## config.mk

```make
export PLATFORM = sky130hd
export DESIGN_NAME = two_way_cache_tag_lookup_lfu
export DESIGN_NICKNAME = d
export VERILOG_FILES = /design/src/rtl/tclfu_pkg.sv /design/src/rtl/tclfu_tag_store.sv /design/src/rtl/two_way_cache_tag_lookup_lfu.sv
export SDC_FILE = /design/constraint.sdc
export NUM_CORES = 1
export LEC_CHECK = 0
export BUFFER_PORTS_ARGS = -buffer_cell sky130_fd_sc_hd__buf_2
export CELL_PAD_IN_SITES_DETAIL_PLACEMENT = 0
export CELL_PAD_IN_SITES_GLOBAL_PLACEMENT = 1
export CORE_AREA = 10 10 152 154
export DETAILED_ROUTE_END_ITERATION = 7
export DIE_AREA = 0 0 162 164
export PLACE_DENSITY_LB_ADDON = 0.25
export SLEW_MARGIN = 20
export SYNTH_ARGS = -nofsm -noshare
export SYNTH_HDL_FRONTEND = slang
export SYNTH_SLANG_ARGS = --single-unit
export TNS_END_PERCENT = 50
```

## constraint.sdc

```tcl
create_clock -name clk -period 14.2 [get_ports clk]
set_input_delay 0.71 -clock clk [delete_from_list [all_inputs] [get_ports clk]]
set_output_delay 0.71 -clock clk [all_outputs]
set_load 0.03 [all_outputs]
```

## src/rtl/tclfu_pkg.sv

```systemverilog
// Shared constants and types for the two-way cache tag lookup with LFU replacement.
// Used by tclfu_tag_store and two_way_cache_tag_lookup_lfu; depends on nothing.
`default_nettype none

package tclfu_pkg;

    // Cache geometry
    localparam int SET_COUNT    = 4;
    localparam int LINE_BYTES   = 8;
    localparam int ADDRESS_BITS = 16;
    localparam int COUNT_BITS   = 8;
    localparam int WAYS         = 2;

    localparam int OFFSET_BITS = $clog2(LINE_BYTES);
    localparam int SET_BITS    = $clog2(SET_COUNT);
    localparam int TAG_BITS    = ADDRESS_BITS - OFFSET_BITS - SET_BITS;
    localparam int WAY_BITS    = 1;

    // Fixed result field widths
    localparam int SET_FIELD_BITS   = 2;
    localparam int TOTAL_BITS       = 16;

    localparam logic [COUNT_BITS-1:0] COUNT_MAX = {COUNT_BITS{1'b1}};
    localparam logic [COUNT_BITS-1:0] COUNT_ONE = COUNT_BITS'(1);

    typedef logic [SET_BITS-1:0]     set_idx_t;
    typedef logic [TAG_BITS-1:0]     tag_t;
    typedef logic [COUNT_BITS-1:0]   use_count_t;
    typedef logic [ADDRESS_BITS-1:0] addr_t;
    typedef logic [TOTAL_BITS-1:0]   total_t;

    // Lookup outcome from the tag store
    typedef struct packed {
        logic                hit;
        logic [WAY_BITS-1:0] way;
    } lookup_t;

endpackage

`default_nettype wire

```

## src/rtl/tclfu_tag_store.sv

```systemverilog
// Per-set tag, valid and use-count store with combinational lookup and registered update on commit.
// Depends on tclfu_pkg.
`default_nettype none

module tclfu_tag_store (
    input  wire                       clk,
    input  wire                       rst_n,
    input  wire                       commit,
    input  wire  tclfu_pkg::set_idx_t set_idx,
    input  wire  tclfu_pkg::tag_t     tag,
    output tclfu_pkg::lookup_t        lookup
);
    import tclfu_pkg::*;

    logic       valid_reg [SET_COUNT][WAYS];
    tag_t       tag_reg   [SET_COUNT][WAYS];
    use_count_t count_reg [SET_COUNT][WAYS];

    logic       hit0;
    logic       hit1;
    use_count_t count0;
    use_count_t count1;
    use_count_t count_sel;

    // Compare both ways of the selected set; way 0 wins when both match
    always_comb
    begin
        count0 = count_reg[set_idx][0];
        count1 = count_reg[set_idx][1];
        hit0   = valid_reg[set_idx][0] && (tag_reg[set_idx][0] == tag);
        hit1   = valid_reg[set_idx][1] && (tag_reg[set_idx][1] == tag);
        lookup.hit = hit0 || hit1;
        if (hit0)
        begin
            lookup.way = 1'b0;
        end
        else if (hit1)
        begin
            lookup.way = 1'b1;
        end
        else
        begin
            // victim: strictly smaller count, tie to way 0
            lookup.way = (count1 < count0) ? 1'b1 : 1'b0;
        end
        count_sel = lookup.way ? count1 : count0;
    end

    // Valid bits and use counts
    always_ff @(posedge clk or negedge rst_n)
    begin
        if (!rst_n)
        begin
            for (int s = 0; s < SET_COUNT; s++)
            begin
                for (int w = 0; w < WAYS; w++)
                begin
                    valid_reg[s][w] <= 1'b0;
                    count_reg[s][w] <= '0;
                end
            end
        end
        else if (commit)
        begin
            if (lookup.hit)
            begin
                if (count_sel != COUNT_MAX)
                begin
                    count_reg[set_idx][lookup.way] <= count_sel + COUNT_ONE;
                end
            end
            else
            begin
                valid_reg[set_idx][lookup.way] <= 1'b1;
                count_reg[set_idx][lookup.way] <= COUNT_ONE;
            end
        end
    end

    // Tags: written on a fill only
    always_ff @(posedge clk)
    begin
        if (commit && !lookup.hit)
        begin
            tag_reg[set_idx][lookup.way] <= tag;
        end
    end

endmodule

`default_nettype wire

```

## src/rtl/two_way_cache_tag_lookup_lfu.sv

```systemverilog
// Top level of the two-way cache tag lookup with LFU replacement.
// Depends on tclfu_pkg and tclfu_tag_store.
//
// Looks up one byte address per request against a 4-set, 2-way tag store with
// 8-byte lines and least-frequently-used replacement. A request is taken into an
// input register. Once the output register is free or emptying, it is checked
// and committed to the tag store, and its result lands in an output register.
// One request can be accepted every cycle while results are taken: the tag
// store reads and updates a set in the same cycle, which sets that rate, and a
// later request always sees the updates of the one before it. A held result
// stalls the input register, and in_ready drops until the result is taken.
// Hit and miss totals count from reset and wrap at 16 bits; each result shows the
// totals including itself.
`default_nettype none

module two_way_cache_tag_lookup_lfu (
    input  wire                    clk,
    input  wire                    rst_n,
    input  wire                    in_valid,
    output logic                   in_ready,
    input  wire  tclfu_pkg::addr_t byte_address,
    output logic                   out_valid,
    input  wire                    out_ready,
    output logic                   was_hit,
    output logic [1:0]             set_number,
    output logic                   way_used,
    output tclfu_pkg::total_t      total_hits,
    output tclfu_pkg::total_t      total_misses
);
    import tclfu_pkg::*;

    logic     req_valid_reg;
    addr_t    req_addr_reg;
    logic     out_valid_reg;
    logic     hit_reg;
    logic [SET_FIELD_BITS-1:0] set_reg;
    logic     way_reg;
    total_t   hit_total_reg;
    total_t   miss_total_reg;
    total_t   hit_total_next;
    total_t   miss_total_next;

    logic     advance;
    set_idx_t set_idx;
    tag_t     tag;
    lookup_t  lookup;

    // Handshake: the stage moves when the output register is free or emptying
    assign advance  = req_valid_reg && (!out_valid_reg || out_ready);
    assign in_ready = !req_valid_reg || advance;

    // Address split
    assign set_idx = req_addr_reg[OFFSET_BITS +: SET_BITS];
    assign tag     = req_addr_reg[ADDRESS_BITS-1 -: TAG_BITS];

    tclfu_tag_store u_tag_store (
        .clk     (clk),
        .rst_n   (rst_n),
        .commit  (advance),
        .set_idx (set_idx),
        .tag     (tag),
        .lookup  (lookup)
    );

    // Running totals
    always_comb
    begin
        hit_total_next  = hit_total_reg;
        miss_total_next = miss_total_reg;
        if (advance)
        begin
            if (lookup.hit)
            begin
                hit_total_next = hit_total_reg + TOTAL_BITS'(1);
            end
            else
            begin
                miss_total_next = miss_total_reg + TOTAL_BITS'(1);
            end
        end
    end

    // Control registers
    always_ff @(posedge clk or negedge rst_n)
    begin
        if (!rst_n)
        begin
            req_valid_reg  <= 1'b0;
            out_valid_reg  <= 1'b0;
            hit_total_reg  <= '0;
            miss_total_reg <= '0;
        end
        else
        begin
            if (in_ready)
            begin
                req_valid_reg <= in_valid;
            end
            if (advance)
            begin
                out_valid_reg <= 1'b1;
            end
            else if (out_ready)
            begin
                out_valid_reg <= 1'b0;
            end
            hit_total_reg  <= hit_total_next;
            miss_total_reg <= miss_total_next;
        end
    end

    // Payload registers
    always_ff @(posedge clk)
    begin
        if (in_ready && in_valid)
        begin
            req_addr_reg <= byte_address;
        end
        if (advance)
        begin
            hit_reg <= lookup.hit;
            set_reg <= SET_FIELD_BITS'(set_idx);
            way_reg <= lookup.way;
        end
    end

    assign out_valid    = out_valid_reg;
    assign was_hit      = hit_reg;
    assign set_number   = set_reg;
    assign way_used     = way_reg;
    assign total_hits   = hit_total_reg;
    assign total_misses = miss_total_reg;

    // Each committed lookup adds exactly one to hits plus misses
    total_t total_sum;
    assign total_sum = hit_total_reg + miss_total_reg;

    assert property (@(posedge clk) disable iff (!rst_n)
        advance |=> total_sum == $past(total_sum) + TOTAL_BITS'(1))
        else $error("hit plus miss total did not step by one");

    // Totals move only when a lookup commits
    assert property (@(posedge clk) disable iff (!rst_n)
        !advance |=> $stable(hit_total_reg) && $stable(miss_total_reg))
        else $error("totals changed without a committed lookup");

    // An empty output register never stalls the input side
    assert property (@(posedge clk) disable iff (!rst_n)
        !out_valid_reg |-> in_ready)
        else $error("input stalled with empty output register");

    // A committed lookup always yields a result the next cycle
    assert property (@(posedge clk) disable iff (!rst_n)
        advance |=> out_valid_reg)
        else $error("committed lookup produced no result");

endmodule

`default_nettype wire

```

==> impl_metrics.env, run 1 <==
export IMPL_synth_cells=683
export IMPL_ys_top_cells_by_area="edfxtp_1 (33%), dfrtp_1 (27%), mux4_2 (4.9%)"
export IMPL_post_drt_wl_per_cell_um=20.7
export IMPL_die_y_um=164
export IMPL_critPathMaxFanout=19
export IMPL_grt_first_pass_wirelength_um=35200
export IMPL_ys_seq_area_share_pct=60.3
export IMPL_slew_limit_headroom_pct=33.5
export IMPL_worst_path_max_delay_cell="dfxtp_1"
export IMPL_hpwl_um=14700
export IMPL_most_common_layout_cells="dfrtp_1 (106), edfxtp_1 (105), buf_2 (53)"
export IMPL_cts_path_max_buffers=3
export IMPL_synth_avg_cell_area_um2=14.2
export IMPL_die_width_um=162
export IMPL_antenna_found_initial=0
export IMPL_grt_overflow=0
export IMPL_skew_ps=9.74
export IMPL_numPortBuffers=54
export IMPL_fmax_mhz=171
export IMPL_irDropWorstVdd_mv=0.0879
export IMPL_rows=52
export IMPL_period_minus_slack_ps=5850
export IMPL_ant_nets=0
export IMPL_max_stage_delay_ps=930
export IMPL_tns_ps=0
export IMPL_yosys_register_bits=213
export IMPL_yosysTopAreaCell="edfxtp_1"
export IMPL_slew_viol_final=0
export IMPL_via_per_inst=5.72
export IMPL_finalCritPeriodShare_pct=41.2
export IMPL_multi_input_area_mm2=0.00366
export IMPL_powerDensity_mw_per_mm2=141
export IMPL_drt_total_wl_um=21500
export IMPL_synth_cell_type_count=71
export IMPL_drc=0
export IMPL_rsz0062_at_grt="false"
export IMPL_worstPathRequired_ps=14600
export IMPL_grt_use_total_pct=16.4
export IMPL_finalHoldViolations=0
export IMPL_worstPathArrival_ps=6250
export IMPL_cts_tree="yes"
export IMPL_hold_slack_ps=230
export IMPL_crit_buf_inv=3
export IMPL_antenna_cells=0
export IMPL_drt_iter0_drc=336
export IMPL_core_mm2=0.0200
export IMPL_finalWeightedCongestion=0.824
export IMPL_worstSetupPathType="flip-flop to flip-flop"
export IMPL_crit_family="simple AND/OR/NAND/NOR gates"
export IMPL_maxCapViolCount=0
export IMPL_clk_latency_ps=520
export IMPL_synthArstFlopShare_pct=49.8
export IMPL_synthesis_nets=713
export IMPL_startpoint_type="flip-flop"
export IMPL_post_cts_buffers=0
export IMPL_synthFlopType="dfrtp_1"
export IMPL_crit_chain="clkinv_1, mux2_2, o2111ai_1, nor4_2, nand2_2, nand2_4, inv_1, o21ai_0, ha_1, inv_1, nor3_1, nand3_1, or4_1, nand4_4, mux2_2"
export IMPL_cts_resized=0
export IMPL_grt_max_degree=59
export IMPL_tightest_slew_ps=985
export IMPL_grt_pass1_vias=6375
export IMPL_synth_edf_count=105
export IMPL_initial_utilization_pct=48.4
export IMPL_synthToLayoutAreaGrowth_pct=14.1
export IMPL_vias=5929
export IMPL_cts_clk_slew_worst_paths_ps=60
export IMPL_min_path_type="primary input to async pin"
export IMPL_layout_commonest_cell="dfrtp_1"
export IMPL_netlist_area_mm2=0.00969
export IMPL_numCtsBuffers=24
export IMPL_setup_viol_count_final=0
export IMPL_cts_hold_buf=0
export IMPL_nFillCells=1669
export IMPL_layout_drive_gt1_share_pct=22.7
export IMPL_clockRootBuffer="clkbuf_16"
export IMPL_final_nets=780
export IMPL_firstDrtPassIters=4
export IMPL_power_leakage_nw=4.42
export IMPL_die_area_mm2=0.0266
export IMPL_outcome="finished, final reports clean"
export IMPL_htreeDepth=1
export IMPL_ys_warnings_count=0
export IMPL_seqCellArea_mm2=0.00585
export IMPL_io_pins=58
export IMPL_clkSinkCount=213
export IMPL_largest_register_ff_count=88
export IMPL_critPathCaptureType="flip-flop"
export IMPL_yosysTopAreaCellShare_pct=32.5
## synthesized netlist by cell type, types with 4 or more instances
master,instances
a21oi_1,12
a22o_1,9
and2_1,7
and3_1,8
buf_2,9
buf_4,4
clkbuf_1,5
dfrtp_1,106
edfxtp_1,105
ha_1,10
inv_1,20
mux2_1,11
mux2_2,29
mux2i_1,28
mux4_1,6
mux4_2,21
nand2_1,47
nand2b_1,5
nand3_1,21
nand4_1,16
nor2_1,22
nor3_1,8
nor4_1,6
o21ai_0,10
o21ai_1,14
o21bai_1,4
o22ai_1,4
o2bb2ai_1,9
or2_2,5
xnor2_1,41
xor2_1,20
## worst paths after layout
kind | to | slack [ps] | startpoint | cells past startpoint
worst max register to register | u_tag_store.count_reg[49] | 8350 | flip-flop | 15
min in group clk | req_addr_reg[6] | 370 | byte_address[6] | 1
worst min register to register | u_tag_store.valid_reg[3] | 470 | u_tag_store.valid_reg[3] | 1
worst max-delay path | u_tag_store.count_reg[49] | 8350 | flip-flop | 15
worst min-delay path | total_misses[8] | 230 | rst_n | 1
max in group asynchronous | u_tag_store.valid_reg[7] | 12770 | rst_n | 2
## layer usage
| metal | routed length [um] | global-route usage (%) | share of wire [%] |
|---|---|---|---|
| met1 | 9850 | 22.5 | 46 |
| met2 | 10100 | 26.4 | 47 |
| met3 | 1190 | 3.35 | 5.6 |
| met4 | 383 | 3.93 | 1.8 |
| met5 | 0 | 0 | 0 |
## cell families (layout without fill, tap and decap cells)
logic type	Yosys count	after routing	synth area share, %
AOI/OAI and AO/OA	88	88	6.47
xor gates and xnor gates	62	62	5.68
adders and majority gates	10	10	1.29
buffers and inverters	42	125	1.98
DFF	213	213	60.3
muxes	95	95	14.0
and+or+nand+nor	173	173	10.2
## metrics by stage
stage	cell area [um^2]	utilization, %	std cells	total power, W	setup WS, ps
finish	11100	55.2	1036	0.00155	8350
global route	11100	55.2	1036	0.00162	7960
CTS	11000	55.1	1036	0.00157	8310
detailed placement	10200	51.1	994	0.000950	8340
floorplan	9690	-	683	0.000881	9490
global placement	10200	51.1	994	0.000943	8410
## area by class of cell
type	count	share of cell area, %
Timing Repair Buffer	61	2.94
Clock buffer	32	5.98
Clock inverter	10	1.21
Inverter	22	0.747
Multi-Input combinational cell	428	33.1
Sequential cell	213	52.9
Tap cell	270	3.06
## worst register-to-register path, delay by kind of cell, from the launching register on
| kind | cells | cell delay, ps |
|---|---|---|
| and+or+nand+nor | 7 | 2760 |
| DFF | 1 | 930 |
| buffers and inverters | 3 | 770 |
| muxes | 2 | 730 |
| AOI/OAI and AO/OA | 2 | 300 |
| adders and majority gates | 1 | 240 |
## where the power goes
group          switching, W  internal (W)  total (W)
Clock              0.000239      0.000379   0.000618
Combinational      0.000127     0.0000770   0.000204
Sequential        0.0000373      0.000695   0.000732
(Power assumes the default switching activity.)
==> run 2, diff against run 1 <==
--- a/config.mk
+++ b/config.mk
@@ -5,12 +5,13 @@
 export SDC_FILE = /design/constraint.sdc
 export NUM_CORES = 1
 export LEC_CHECK = 0
+export ABC_AREA = 1
 export BUFFER_PORTS_ARGS = -buffer_cell sky130_fd_sc_hd__buf_2
 export CELL_PAD_IN_SITES_DETAIL_PLACEMENT = 0
 export CELL_PAD_IN_SITES_GLOBAL_PLACEMENT = 1
-export CORE_AREA = 10 10 152 154
+export CORE_AREA = 10 10 153 155
 export DETAILED_ROUTE_END_ITERATION = 7
-export DIE_AREA = 0 0 162 164
+export DIE_AREA = 0 0 163 165
 export PLACE_DENSITY_LB_ADDON = 0.25
 export SLEW_MARGIN = 20
 export SYNTH_ARGS = -nofsm -noshare
==> constraint.sdc (replaced) <==
create_clock -name clk -period 5.9 [get_ports clk]
set_input_delay 0.295 -clock clk [delete_from_list [all_inputs] [get_ports clk]]
set_output_delay 0.295 -clock clk [all_outputs]
set_load 0.03 [all_outputs]
==> run 2 against run 1 <==
- register-to-register slack worse by 7300 ps
- global-route usage increased by 1.1 points
- fmax increased by 21%
- via count rose by 18%
- flip-flop and latch count did not move
- routed wire length rose by 8.5%
- clock skew is 4.0 ps higher
- highest routed layer unchanged
==> impl_metrics.env, run 2 <==
export IMPL_outcome="finished, final reports clean"
export IMPL_fmax_mhz=207
export IMPL_cts_clk_slew_worst_paths_ps=60
export IMPL_synthToLayoutAreaGrowth_pct=14.7
export IMPL_seq_power_share_pct=46.6
export IMPL_r2r_start="req_addr_reg[3]"
export IMPL_post_cts_buffers=0
export IMPL_irDropWorstVdd_mv=0.213
export IMPL_startpoint_type="flip-flop"
export IMPL_clockRootBuffer="clkbuf_16"
export IMPL_ant_nets=0
export IMPL_critPathMaxFanout=16
export IMPL_layout_commonest_cell="nand2_1"
export IMPL_antenna_cells=0
export IMPL_grt_pass1_vias=6971
export IMPL_final_nets=1101
export IMPL_grt_use_total_pct=17.6
export IMPL_power_internal_w=0.00271
export IMPL_numPortBuffers=54
export IMPL_synthMuxAreaShare_pct=0
export IMPL_power_w=0.00382
export IMPL_worstReg2RegEnd="u_tag_store.count_reg[37]"
export IMPL_synth_cells=988
export IMPL_r2r_slack_ps=1060
export IMPL_io_pins=58
export IMPL_grt_first_pass_wirelength_um=37700
export IMPL_yosysMostFrequentCell="nand2_1"
export IMPL_synth_top_family_by_area="simple AND/OR/NAND/NOR gates"
export IMPL_clk_latency_ps=510
export IMPL_numCtsBuffers=24
export IMPL_rsz0062_at_grt="false"
export IMPL_rows=52
export IMPL_switching_share_pct=29.0
export IMPL_worstHoldStart="out_ready"
export IMPL_ys_warnings_count=0
export IMPL_grt_overflow=0
export IMPL_die_width_um=163
export IMPL_min_path_type="primary input to flip-flop"
export IMPL_yosys_register_bits=213
export IMPL_worst_path_max_delay_cell="edfxtp_1"
export IMPL_tightest_slew_ps=809
export IMPL_synthAdderAreaFrac_pct=1.29
export IMPL_initial_utilization_pct=48.0
export IMPL_vias=7014
export IMPL_worstSetupPathType="flip-flop to flip-flop"
export IMPL_crit_family="simple AND/OR/NAND/NOR gates"
export IMPL_synth_avg_cell_area_um2=9.79
export IMPL_synthesis_nets=1018
export IMPL_finalHoldViolations=0
export IMPL_drc=0
export IMPL_yosysTopAreaCellShare_pct=32.6
export IMPL_powerDensity_mw_per_mm2=344
export IMPL_layout_drive_gt1_share_pct=12.0
export IMPL_synth_compound_area_share_pct=7.14
export IMPL_yosysTopAreaCell="edfxtp_1"
export IMPL_drt_iter0_drc=414
export IMPL_cts_path_max_buffers=3
export IMPL_tns_ps=0
export IMPL_firstDrtPassIters=5
export IMPL_hpwl_um=15400
export IMPL_finalCritPeriodShare_pct=82.0
export IMPL_die_y_um=165
export IMPL_netlist_area_mm2=0.00968
export IMPL_synthArstFlopShare_pct=49.8
export IMPL_clkPwrFrac_pct=36.4
export IMPL_largest_register_ff_count=88
export IMPL_power_leakage_nw=4.95
export IMPL_finalWeightedCongestion=0.831
export IMPL_worstPathRequired_ps=6270
export IMPL_setup_viol_count_final=0
export IMPL_ys_top_cells_by_area="edfxtp_1 (33%), dfrtp_1 (27%), nand2_1 (13%)"
export IMPL_most_common_layout_cells="nand2_1 (339), dfrtp_1 (106), edfxtp_1 (105)"
export IMPL_period_minus_slack_ps=4840
export IMPL_synthFlopType="dfrtp_1"
export IMPL_cts_tree="yes"
export IMPL_yosys_area_share_simple_pct=23.6
export IMPL_grt_max_degree=63
export IMPL_p_comb_share_pct=17.0
export IMPL_critPathCaptureType="flip-flop"
export IMPL_core_mm2=0.0202
export IMPL_max_stage_delay_ps=570
export IMPL_synthTopCellsByCount="nand2_1 (339), dfrtp_1 (106), edfxtp_1 (105), nand3_1 (77), inv_1 (59)"
export IMPL_reg2regPathDepth=22
export IMPL_final_area_mm2=0.0111
export IMPL_die_area_mm2=0.0269
export IMPL_crit_buf_inv=3
export IMPL_antenna_found_initial=0
export IMPL_maxCapViolCount=0
export IMPL_htreeDepth=1
export IMPL_utilization_pct=55.0
export IMPL_slew_viol_final=0
export IMPL_synth_edf_count=105
export IMPL_p_switching_w=0.00111
export IMPL_worstPathArrival_ps=5210
export IMPL_synth_cell_type_count=46
export IMPL_dpl_instance_area_mm2=0.0102
export IMPL_clkSinkCount=213
export IMPL_crit_chain="nand2_1, inv_1, a22o_1, a221oi_1, ha_1, nand2_1, nor2_1, a211oi_1, nand2_1, nand2_2, nand2_4, inv_4, nand2_1, o21ai_2, ha_1, nand3_1, nor2_2, nand3_4, nand2_2, inv_2, nand2_1, o21ai_0"
export IMPL_skew_ps=13.7
export IMPL_ys_seq_area_share_pct=60.4
export IMPL_hold_depth=4
export IMPL_hold_path_end="out_valid"
export IMPL_slew_limit_headroom_pct=46.0
export IMPL_post_drt_wl_per_cell_um=17.2
export IMPL_cpMostUsedCell="nand2_1"
export IMPL_drt_total_wl_um=23300
export IMPL_via_per_inst=5.16
export IMPL_yosys_area_share_xor_xnor_pct=3.17
==> run 2: cells by family (layout without fill, tap and decap cells) <==
kind of cell    Yosys count  count (layout)
compound gates          119             119
xor+xnor                 35              35
fa+ha+maj                10              10
buf+inv                  90             191
flops                   213             213
simple gates            521             521
==> run 2: how the worst max path moves through the flow <==
stage,startpoint,endpoint,slack [ps],cells after the start
finish,req_addr_reg[3],u_tag_store.count_reg[37],1060,22
global route,req_addr_reg[3],u_tag_store.count_reg[36],680,22
CTS,req_addr_reg[3],u_tag_store.count_reg[37],1120,22
detailed placement,req_addr_reg[3],u_tag_store.count_reg[37],1130,22
floorplan,req_addr_reg[4],u_tag_store.count_reg[2],2200,26
global placement,req_addr_reg[3],u_tag_store.count_reg[36],1170,22
==> run 2: tightest hold or removal path, stage by stage <==
cell     delay (ps)
buf_2            80
inv_1            40
nand2_1          60
nand2_1          50
==> run 2: layer usage <==
metal  vias up  global-route usage (%)  routed length [um]
li1       3472                       -                   -
met1      3363                    22.5               10300
met2       148                    30.4               11400
met3        31                    2.89                1100
met4         0                    4.22                 499
met5         -                       0                   0
==> run 2: what timing repair did <==
action,CTS,global route
hold buffers,15,0
gates resized for setup,0,0
hold endpoints to repair,58,0
==> run 2: final cells by class <==
type / count / area, um^2
fill: 1857 / 9070
tap: 270 / 338
multi-input combinational: 685 / 3400
timing repair buffer: 82 / 533
sequential: 213 / 5850
clock inverter: 6 / 57.6
inverter: 65 / 251
clock buffer: 38 / 674
==> run 2: power groups by stage <==
stage	Sequential [W]	Combinational (W)	Clock, W
floorplan	0.00183	0.000423	0
global route	0.00179	0.000736	0.00148
global placement	0.00180	0.000638	0
CTS	0.00178	0.000655	0.00142
detailed placement	0.00180	0.000645	0
finish	0.00178	0.000648	0.00139
==> run 2: through the flow <==
| step | cells | hold WS, ps | setup WS [ps] |
|---|---|---|---|
| floorplan | 988 | -0.591 | 2200 |
| global placement | 1300 | 340 | 1170 |
| detailed placement | 1300 | 347 | 1130 |
| CTS | 1359 | 47.1 | 1120 |
| global route | 1359 | 71.2 | 680 |
| finish | 1359 | 58.8 | 1060 |
